[src/hw/rtl/gxb_pkg.sv]
`default_nettype none
// ----------------------------------------------------------------------------
// gxb_pkg
// Shared types, font table and constants for the glyph XOR blitter.
// ----------------------------------------------------------------------------
package gxb_pkg;

  localparam int unsigned FB_WIDTH_DEF  = 128;
  localparam int unsigned FB_HEIGHT_DEF = 64;

  localparam int unsigned GLYPH_ROWS = 6;
  localparam int unsigned GLYPH_COLS = 5;
  localparam int unsigned FONT_SIZE  = 13;
  localparam int unsigned PEN_W      = 16;
  localparam int unsigned PEN_STEP   = 6;
  localparam int unsigned ROW_W      = 3;

  localparam logic [ROW_W-1:0] LAST_ROW = ROW_W'(GLYPH_ROWS - 1);

  localparam logic [7:0] CODE_DIGIT_0 = 8'h30;
  localparam logic [7:0] CODE_DIGIT_9 = 8'h39;
  localparam logic [7:0] CODE_COMMA   = 8'h2C;
  localparam logic [7:0] CODE_M       = 8'h6D;
  localparam logic [7:0] CODE_S       = 8'h73;

  localparam logic [3:0] GLYPH_COMMA = 4'd10;
  localparam logic [3:0] GLYPH_M     = 4'd11;
  localparam logic [3:0] GLYPH_S     = 4'd12;
  localparam logic [3:0] GLYPH_ZERO  = 4'd0;

  typedef logic [0:GLYPH_ROWS-1][GLYPH_COLS-1:0] glyph_t;

  localparam glyph_t FONT [0:FONT_SIZE-1] = '{
    '{5'h1F, 5'h11, 5'h15, 5'h15, 5'h11, 5'h1F},
    '{5'h1C, 5'h04, 5'h04, 5'h04, 5'h04, 5'h1F},
    '{5'h1F, 5'h01, 5'h01, 5'h1F, 5'h10, 5'h1F},
    '{5'h1F, 5'h01, 5'h1F, 5'h01, 5'h01, 5'h1F},
    '{5'h06, 5'h0A, 5'h12, 5'h1F, 5'h02, 5'h02},
    '{5'h1F, 5'h10, 5'h1F, 5'h01, 5'h01, 5'h1F},
    '{5'h1F, 5'h10, 5'h1F, 5'h11, 5'h11, 5'h1F},
    '{5'h1F, 5'h11, 5'h01, 5'h01, 5'h01, 5'h01},
    '{5'h1F, 5'h11, 5'h1F, 5'h11, 5'h11, 5'h1F},
    '{5'h1F, 5'h11, 5'h11, 5'h1F, 5'h01, 5'h1F},
    '{5'h00, 5'h00, 5'h00, 5'h00, 5'h04, 5'h04},
    '{5'h00, 5'h1A, 5'h15, 5'h15, 5'h15, 5'h15},
    '{5'h00, 5'h0F, 5'h10, 5'h0E, 5'h01, 5'h1E}
  };

  typedef struct packed {
    logic [7:0] char_code;
    logic [6:0] text_x;
    logic [5:0] text_y;
    logic       first_char;
    logic       last_char;
  } req_t;

  typedef struct packed {
    logic [9:0]       byte_addr;
    logic [7:0]       xor_mask;
    logic [ROW_W-1:0] glyph_row;
    logic             last_write;
    logic             text_done;
  } cmd_t;

  typedef struct packed {
    glyph_t         rows;
    logic [2:0]     shift;
    logic [PEN_W-4:0] pen_byte;
    logic [5:0]     text_y;
    logic           last_char;
  } job_t;

  function automatic logic [3:0] glyph_index(input logic [7:0] code);
    logic [7:0] diff;
    diff = code - CODE_DIGIT_0;
    priority if (code >= CODE_DIGIT_0 && code <= CODE_DIGIT_9) return diff[3:0];
    else if (code == CODE_COMMA) return GLYPH_COMMA;
    else if (code == CODE_M)     return GLYPH_M;
    else if (code == CODE_S)     return GLYPH_S;
    else                         return GLYPH_ZERO;
  endfunction

endpackage
`default_nettype wire

[src/hw/rtl/gxb_front.sv]
`default_nettype none
// ----------------------------------------------------------------------------
// gxb_front
// Accepts character requests, tracks the pen column and looks up the glyph.
// ----------------------------------------------------------------------------
module gxb_front import gxb_pkg::*; (
  input  wire logic clk,
  input  wire logic rst,
  input  wire logic req_valid,
  output logic      req_stall,
  input  wire req_t req,
  input  wire logic q_full,
  output logic      push,
  output job_t      job
);

  logic [PEN_W-1:0] pen;
  logic [PEN_W-1:0] pen_next;

  assign req_stall = q_full;
  assign push      = req_valid && !q_full;
  assign pen_next  = req.first_char ? PEN_W'(req.text_x) : pen;

  always_comb begin
    job.rows      = FONT[glyph_index(req.char_code)];
    job.shift     = pen_next[2:0];
    job.pen_byte  = pen_next[PEN_W-1:3];
    job.text_y    = req.text_y;
    job.last_char = req.last_char;
  end

  always_ff @(posedge clk) begin
    if (rst) begin
      pen <= '0;
    end else if (push) begin
      pen <= pen_next + PEN_W'(PEN_STEP);
    end
  end

endmodule
`default_nettype wire

[src/hw/rtl/gxb_queue.sv]
`default_nettype none
// ----------------------------------------------------------------------------
// gxb_queue
// Two-entry queue of decoded characters between front and back.
// ----------------------------------------------------------------------------
module gxb_queue import gxb_pkg::*; (
  input  wire logic clk,
  input  wire logic rst,
  input  wire logic push,
  input  wire job_t push_job,
  output logic      full,
  input  wire logic pop,
  output logic      not_empty,
  output job_t      head
);

  job_t       mem [0:1];
  logic       wr_ptr;
  logic       rd_ptr;
  logic [1:0] count;

  assign full      = count[1];
  assign not_empty = (count != 2'd0);
  assign head      = mem[rd_ptr];

  always_ff @(posedge clk) begin
    if (push) begin
      mem[wr_ptr] <= push_job;
    end
  end

  always_ff @(posedge clk) begin
    if (rst) begin
      wr_ptr <= 1'b0;
      rd_ptr <= 1'b0;
      count  <= 2'd0;
    end else begin
      if (push) wr_ptr <= !wr_ptr;
      if (pop)  rd_ptr <= !rd_ptr;
      unique case ({push, pop})
        2'b10:   count <= count + 2'd1;
        2'b01:   count <= count - 2'd1;
        default: count <= count;
      endcase
    end
  end

endmodule
`default_nettype wire

[src/hw/rtl/gxb_back.sv]
`default_nettype none
// ----------------------------------------------------------------------------
// gxb_back
// Walks the six glyph rows, two byte writes per row, into the output register.
// ----------------------------------------------------------------------------
module gxb_back import gxb_pkg::*; #(
  parameter int unsigned FB_WIDTH  = FB_WIDTH_DEF,
  parameter int unsigned FB_HEIGHT = FB_HEIGHT_DEF
) (
  input  wire logic clk,
  input  wire logic rst,
  input  wire logic q_not_empty,
  input  wire job_t q_head,
  output logic      pop,
  output logic      cmd_valid,
  input  wire logic cmd_stall,
  output cmd_t      cmd
);

  localparam int unsigned RB       = FB_WIDTH / 8;
  localparam int unsigned FB_BYTES = RB * FB_HEIGHT;
  localparam int unsigned MAX_ADDR = (64 + GLYPH_ROWS) * RB + (1 << (PEN_W - 3));
  localparam int unsigned TOP_ADDR = (MAX_ADDR > FB_BYTES) ? MAX_ADDR : FB_BYTES;
  localparam int unsigned AW       = $clog2(TOP_ADDR + 1);

  logic             busy;
  logic [ROW_W-1:0] row;
  logic             half;
  logic [AW-1:0]    cur_addr;
  logic [AW-1:0]    row_base;
  glyph_t           rows;
  logic [2:0]       shift;
  logic             last_char;

  logic             advance;
  logic             in_range;
  logic             at_end;
  logic [AW-1:0]    row_step;
  logic [AW-1:0]    nxt_addr;
  logic             nxt_ok;
  logic             emit;
  logic             finish;
  logic [AW-1:0]    base0;
  logic [15:0]      spread;

  assign advance  = !cmd_valid || !cmd_stall;
  assign in_range = cur_addr < AW'(FB_BYTES);
  assign at_end   = (row == LAST_ROW) && half;
  assign row_step = row_base + AW'(RB);
  assign nxt_addr = half ? row_step : cur_addr + AW'(1);
  assign nxt_ok   = !at_end && (nxt_addr < AW'(FB_BYTES));
  assign emit     = busy && in_range && advance;
  assign finish   = busy && (!in_range || (advance && !nxt_ok));
  assign pop      = q_not_empty && (!busy || finish);
  assign base0    = AW'(q_head.text_y) * AW'(RB) + AW'(q_head.pen_byte);
  assign spread   = {3'b000, rows[row], 8'h00} >> shift;

  always_ff @(posedge clk) begin
    if (rst) begin
      busy      <= 1'b0;
      cmd_valid <= 1'b0;
    end else begin
      if (advance) cmd_valid <= emit;
      if (pop) begin
        busy <= 1'b1;
      end else if (finish) begin
        busy <= 1'b0;
      end
    end
  end

  always_ff @(posedge clk) begin
    if (pop) begin
      row       <= '0;
      half      <= 1'b0;
      cur_addr  <= base0;
      row_base  <= base0;
      rows      <= q_head.rows;
      shift     <= q_head.shift;
      last_char <= q_head.last_char;
    end else if (emit) begin
      if (half) begin
        row      <= row + ROW_W'(1);
        half     <= 1'b0;
        row_base <= row_step;
        cur_addr <= row_step;
      end else begin
        half     <= 1'b1;
        cur_addr <= cur_addr + AW'(1);
      end
    end
    if (emit) begin
      cmd.byte_addr  <= cur_addr[9:0];
      cmd.xor_mask   <= half ? spread[7:0] : spread[15:8];
      cmd.glyph_row  <= row;
      cmd.last_write <= !nxt_ok;
      cmd.text_done  <= !nxt_ok && last_char;
    end
  end

endmodule
`default_nettype wire

[src/hw/rtl/glyph_xor_blitter_unit.sv]
`default_nettype none
// ----------------------------------------------------------------------------
// glyph_xor_blitter_unit
// Draws 5-wide, 6-row font glyphs into a 1bpp MSB-first framebuffer as XOR byte writes.
// ----------------------------------------------------------------------------
//  channel  handshake             payload  carries
//  req      req_valid/req_stall   req_t    one character of a string
//  cmd      cmd_valid/cmd_stall   cmd_t    one byte address plus XOR mask
//
//  Each character yields 12 writes, one per cycle at the cmd register while
//  cmd_stall is low; writes past the buffer end are dropped and shorten the
//  character's run. A character is written into the two-entry queue and then
//  loaded by the back end when it pops it. Reset clears the pen column, the
//  two-entry queue and the write sequencer. A cmd stall holds the write; once
//  the queue is full, req_stall rises.
// ----------------------------------------------------------------------------
module glyph_xor_blitter_unit import gxb_pkg::*; #(
  parameter int unsigned FB_WIDTH  = FB_WIDTH_DEF,
  parameter int unsigned FB_HEIGHT = FB_HEIGHT_DEF
) (
  input  wire logic clk,
  input  wire logic rst,
  input  wire logic req_valid,
  output logic      req_stall,
  input  wire req_t req,
  output logic      cmd_valid,
  input  wire logic cmd_stall,
  output cmd_t      cmd
);

  logic push;
  job_t push_job;
  logic q_full;
  logic pop;
  logic q_not_empty;
  job_t q_head;

  gxb_front u_front (
    .clk       (clk),
    .rst       (rst),
    .req_valid (req_valid),
    .req_stall (req_stall),
    .req       (req),
    .q_full    (q_full),
    .push      (push),
    .job       (push_job)
  );

  gxb_queue u_queue (
    .clk       (clk),
    .rst       (rst),
    .push      (push),
    .push_job  (push_job),
    .full      (q_full),
    .pop       (pop),
    .not_empty (q_not_empty),
    .head      (q_head)
  );

  gxb_back #(
    .FB_WIDTH  (FB_WIDTH),
    .FB_HEIGHT (FB_HEIGHT)
  ) u_back (
    .clk         (clk),
    .rst         (rst),
    .q_not_empty (q_not_empty),
    .q_head      (q_head),
    .pop         (pop),
    .cmd_valid   (cmd_valid),
    .cmd_stall   (cmd_stall),
    .cmd         (cmd)
  );

endmodule
`default_nettype wire

[config.mk]
export PLATFORM = sky130hd
export DESIGN_NAME = glyph_xor_blitter_unit
export DESIGN_NICKNAME = d
export VERILOG_FILES = /design/src/hw/rtl/gxb_pkg.sv /design/src/hw/rtl/gxb_front.sv /design/src/hw/rtl/gxb_queue.sv /design/src/hw/rtl/gxb_back.sv /design/src/hw/rtl/glyph_xor_blitter_unit.sv
export SDC_FILE = /design/constraint.sdc
export NUM_CORES = 1
export LEC_CHECK = 0
export ABC_AREA = 1
export BUFFER_PORTS_ARGS = -buffer_cell sky130_fd_sc_hd__buf_4
export CORE_MARGIN = 2
export CORE_UTILIZATION = 25
export DETAILED_ROUTE_END_ITERATION = 6
export PLACE_DENSITY_LB_ADDON = 0.3
export SYNTH_ARGS = -nofsm -noshare
export SYNTH_HDL_FRONTEND = slang
export SYNTH_SLANG_ARGS = --single-unit
[constraint.sdc]
create_clock -name clk -period 3.3 [get_ports clk]
set_input_delay 0.165 -clock clk [delete_from_list [all_inputs] [get_ports clk]]
set_output_delay 0.165 -clock clk [all_outputs]
set_load 0.1 [all_outputs]
# Word-level counts from Yosys, hierarchy flattened
# Memory sizes are Yosys's and may differ from the RTL's. A register that Yosys moved wholly into a read port is not among the register bits.
# Index checks and enable logic that the tools add are counted.
# classes
addsub	8
n_lt_le_gt_ge	6
n_eq_ne	6
shifts	1
mux	25
bitwise	2
n_reduce_logical	29
# ops
operator	count
$mux W14	6
$mux W30	2
$lt A14 B11 Y1 const B	2
$add A16 B3 Y16 const B	1
$eq A8 B7 Y1 const B	2
$mux W16	1
$mux W4	4
$shr A13 B3 Y16	1
$bmux W5 S3	1
$add A10 B13 Y14	1
$add A14 B1 Y14 const B	1
$add A14 B5 Y14 const B	1
$logic_and A1 B1 Y1	10
$mux W5	2
$reduce_bool A2 Y1	5
$logic_not A1 Y1	9
$eq A8 B6 Y1 const B	1
$ge A8 B6 Y1 const B	1
$le A8 B6 Y1 const B	1
$mux W8	1
$mux W1	7
$ge A5 B5 Y1 const B	1
$not A4 Y5	1
$ge A4 B4 Y1 const B	1
other kinds (11)	14
# totals
register_bits	111
ram_bits	106
rom_bits	480
inputBits	27
output_inout_bits	25
word_cells	102
n_memories	2
# mem_list
name	depth	word_bits	read_ports	rd_ports_with_merged_regs	wr	line_no	text
(no name shown)	16	30	1	0	0	gxb_front.sv:25	job.rows = FONT[glyph_index(req.char_code)];
u_queue.mem	2	53	1	1	1	gxb_queue.sv:17	job_t mem [0:1];

# Depth between registers and ports, before layout
# logic_depth
ltp_word	12
mapped_depth	19
depth_no_buf	18

# Modules after synthesis
# A second synthesis with hierarchy kept.
# unflattened
hier_cells	1013
area_unflattened_um2	10914.2
# by_module_without_submodules
module	n_inst	cells_each	area_per_inst_um2
gxb_back	1	485	4692.0
gxb_queue	1	196	4299.1
gxb_front	1	332	1923.1

# Least setup slack after synthesis
# No wires, ideal clock.
# synth_timing
path_type	register -> register
from	register u_queue.count[1]
to	memory u_queue.mem[0][0] in the netlist's numbering (enable)
arrival_time_ns	3.277
required_ns	2.844
slack_ns	-0.433
path_stages_with_launch	5
path_buffers	1
cell_sequence	dfxtp_1 > inv_1 > nand2_1 > clkbuf_1 > nor2_1
# synth_via
elab_chain_cells	4
# synth_rtl
element	line_no	text
from (decl)	gxb_queue.sv:20	logic [1:0] count;
from (signal assigned)	gxb_queue.sv:41	2'b10: count <= count + 2'd1;
from (signal assigned)	gxb_queue.sv:42	2'b01: count <= count - 2'd1;
from (signal assigned)	gxb_queue.sv:43	default: count <= count;
$logic_not A1 Y1	gxb_front.sv:21	assign push = req_valid && !q_full;
$logic_and A1 B1 Y1	gxb_front.sv:21	
$mux W1	gxb_queue.sv:27	if (push) begin
$mux W1 (not written as such)	gxb_queue.sv:28	mem[wr_ptr] <= push_job;
to (decl)	gxb_queue.sv:17	
# No other way between the ends.

# Worst setup path after layout
# layout_timing
from	register u_back.row_base[4]
to	register u_queue.count[1]
# layout_via
elab_chain_cells	12
elab_cells_between_ends	14
cone_classes	add/sub: 1; order compare: 1; eq/ne: 2; mux: 2; reduce/logical: 8
# layout_rtl
element	line_no	text
from (decl)	gxb_back.sv:30	logic [AW-1:0] row_base;
from (signal assigned)	gxb_back.sv:77	row_base <= base0;
from (signal assigned)	gxb_back.sv:85	row_base <= row_step;
$add A14 B5 Y14 *	gxb_back.sv:49	assign row_step = row_base + AW'(RB);
$mux W14 *	gxb_back.sv:50	assign nxt_addr = half ? row_step : cur_addr + AW'(1);
$lt A14 B11 Y1 *	gxb_back.sv:51	assign nxt_ok = !at_end && (nxt_addr < AW'(FB_BYTES));
$logic_and A1 B1 Y1 *	gxb_back.sv:51	
$logic_not A1 Y1 *	gxb_back.sv:53	assign finish = busy && (!in_range || (advance && !nxt_ok));
$logic_and A1 B1 Y1 *	gxb_back.sv:53	
$logic_or A1 B1 Y1 *	gxb_back.sv:53	
$logic_and A1 B1 Y1 *	gxb_back.sv:53	
$logic_or A1 B1 Y1 *	gxb_back.sv:54	assign pop = q_not_empty && (!busy || finish);
$logic_and A1 B1 Y1 *	gxb_back.sv:54	
$eq A2 B1 Y1 / $eq A2 B2 Y1 (equally long branches)	gxb_queue.sv:40	unique case ({push, pop})
$pmux W2 S2 / $reduce_bool A2 Y1 (equally long branches)	--	
# Every way passes the cells marked *; elsewhere a longest branch is shown, timed or not.
# A chain may end at the register's enable or synchronous reset.

==> impl_metrics.csv <==
group,metric,value,unit
drt,drc,0,
clock_network,worstSkewPairLatency,500,ps
clock_network,cts-resized-gates,0,
timing,setup_slack,545,ps
clock_network,htree_num_levels,1,
timing,tightest_slew,736,ps
die,die_height,201,µm
grt,grt_pass1_wl,33500,µm
drt,antenna_left,0,
logic_synthesis,async_reset_ff_share,0,%
die,pin_count,52,
critical_path,cp.arrival,3140,ps
logic_synthesis,syn_nets,957,
pwr,vdd_drop_max,0.330,mV
logic_synthesis,synth_top_area_share,55.7,%
grt,grtUsageTotal,10.2,%
die,die_w,201,µm
placement,pre_cts_ws,551,ps
timing,clock.fmax,363,MHz
cells_and_area,syn_to_final_growth,18.7,%
clock_network,root_buffer,"clkbuf_16",
timing,clock_skew,8.32,ps
cells_and_area,multi_input_area,3290,µm²
drt,vias,6292,
critical_path,cp-start-kind,"register",
logic_synthesis,synthTopCellsByArea,"edfxtp_1 (56%), nand2_1 (7.4%), dfxtp_1 (5.6%), mux2_2 (4.7%), o21ai_0 (3.6%)",
grt,antenna_found_initial,1,
placement,globalplace.congestion,0.823,
drt,drt_wl_total,20500,µm
placement,numPortBuffers,51,
drt,viasPerCell,4.17,
timing,min_period_over_period,83.5,%
logic_synthesis,synth_edf_count,179,
logic_synthesis,seq_area_frac_synth,61.3,%
critical_path,cp-end-kind,"register",
pwr,swShare,34.7,%
clock_network,numCtsBuffers,23,
pwr,power.share.clock,25.2,%
die,initial_utilization,25.5,%
cells_and_area,fillCellCount,3980,
timing,fin_crit,2750,ps
die,core_area,37800,µm²
drt,dr.pass1.iters,5,
timing,setup_viol_count_final,0,
cells_and_area,instances_no_fill,1510,
run,cap_violations,0,
critical_path,required,3690,ps
placement,dp_hpwl,14700,µm
logic_synthesis,ys_ff_latch,206,
pwr,internal-power,6.02,mW
grt,first_global_vias,6296,
placement,dp_cells,1458,
pwr,pwr-share-seq,44.2,%
logic_synthesis,synth_cell_type_count,45,
cells_and_area,nets,1030,
logic_synthesis,yosysWarnings,0,
clock_network,cts_tree,"yes",
timing,fin_setup_tns,0,ps
min_path,hp-class,"in -> reg",
pwr,power_switching,3.21,mW
cells_and_area,mostFrequentLayoutCell,"nand2_1",
critical_path,cp_max_fo,15,
critical_path,crit_type,"reg -> reg",
cells_and_area,seqCellArea,5920,µm²
timing,relSlewSlack,50.4,%
clock_network,path_clk_slew,60,ps
pwr,total_power,9.23,mW
pwr,power_frac_comb,30.7,%
logic_synthesis,syn-cell-area,9660,µm²
logic_synthesis,synthFlopType,"edfxtp_1",
clock_network,cts.path.max_buffers,3,
clock_network,cts.sinks,206,
pwr,p_per_area,805,nW/µm²
drt,drt_iter0_markers,425,
die,num_rows,71,
cells_and_area,layout_common_cells,"nand2_1 (191), edfxtp_1 (179), inv_1 (89)",
logic_synthesis,synthesis.instances,909,
status,status,"complete, no violations",
timing,rsz0062_at_grt,"false",
cells_and_area,diodes,0,
logic_synthesis,avgSynthCellArea,10.6,µm²
logic_synthesis,yosys.area.top_type,"edfxtp_1",
grt,grt_overflow,0,
drt,wl_per_cell,13.6,µm
cells_and_area,drive_above_1_share,17.3,%
timing,finalMaxSlewViolations,0,
pwr,p_leak,4.28,nW
grt,grt_max_degree,42,
timing,hold_violations,0,
die,die-area,40200,µm²
[final cells by class]
class / count / area share [%]
well taps: 511 / 5.58
flip-flops and latches: 206 / 51.6
clock buffers: 38 / 5.69
clock inverters: 4 / 0.251
multi-input cells: 587 / 28.7
inverters: 91 / 3.00
repair buffers: 73 / 5.22
[flip-flops by register name (all words and copies together), names as in the netlist, named ones only]
name,cells
u_back.cmd,23
u_back.row,3
u_queue.mem,98
u_back.last_char,1
u_queue.count,2
u_back.busy,1
u_back.row_base,14
u_queue.wr_ptr,1
u_back.cmd_valid,1
u_front.pen,16
u_back.rows,26
u_back.shift,3
u_queue.rd_ptr,1
u_back.half,1
u_back.cur_addr,14
[final timing paths]
path / cells past startpoint / end / start / slack (ps)
max reg2reg: 17 / u_queue.count[1]$_SDFFE_PP0P_ / u_back.row_base[4]$_DFFE_PP_ / 550
min reg2reg: 2 / u_front.pen[0]$_SDFFE_PP0P_ / u_front.pen[0]$_SDFFE_PP0P_ / 450
min: 3 / u_queue.mem[1][7]$_DFFE_PP_ / req[11] / 40
max: 17 / u_queue.count[1]$_SDFFE_PP0P_ / u_back.row_base[4]$_DFFE_PP_ / 550
[cells by family (layout without fill, tap and decap cells)]
family,count (synthesis),after routing,synth area share (%)
xor+xnor,19,19,1.72
compound gates,116,116,6.50
simple gates,386,386,17.6
mux,45,45,5.18
flops,206,206,61.3
fa+ha+maj,21,21,2.80
buf+inv,116,206,4.91
[worst max-delay path, stage by stage (launching register included)]
cell and delay (ps):
edfxtp_1 450, ha_1 250, nand3_1 130, nor2_1 140, nand3_1 100, nand3_1 100
nand2_1 80, nor2_2 140, nand2_2 70, nand2_2 80, nand2_4 90, nand2_4 170
inv_4 90, ha_1 310, a21oi_1 120, o21ai_0 110, o21ai_0 160, a21oi_1 60
[power by group through the flow]
stage	Combinational, mW	Clock (mW)	Sequential (mW)
floorplan	2.05	0	4.12
global placement	2.86	0	4.12
detailed placement	2.85	0	4.13
CTS	2.88	2.39	4.08
global route	3.22	2.50	4.16
finish	2.83	2.32	4.08
[Yosys cell counts (all sizes together), types with 9 or more instances]
master	count
a21oi	30
buf	14
clkbuf	11
dfxtp	27
edfxtp	179
ha	20
inv	90
mux2	40
nand2	203
nand3	61
nand4	12
nor2	87
o21ai	73
xnor2	9
xor2	10
[metrics by stage]
step	area, µm²	util, %	hold WS (ps)
final	11500	30.3	38.9
after global routing	11500	30.3	51.5
after CTS	11500	30.3	27.6
after detailed placement	10700	28.2	353
after global placement	10700	28.2	351
after floorplan	9660	-	264
[repair_timing]
item,4_1_cts,5_1_grt
buffers inserted,0,0
endpoints found under the hold margin,24,0
hold buffers,10,0
[per-layer routing]
metal  vias to the layer above  part of all wire [%]  GRT usage, %
met4                         2                   1.5          2.54
met5                         -                 0.063             0
met1                      2888                    51          14.9
met2                       123                    43          15.6
li1                       3254                     -             -
met3                        25                   4.6          1.79
No activity file was read; power rests on OpenSTA's default activity.
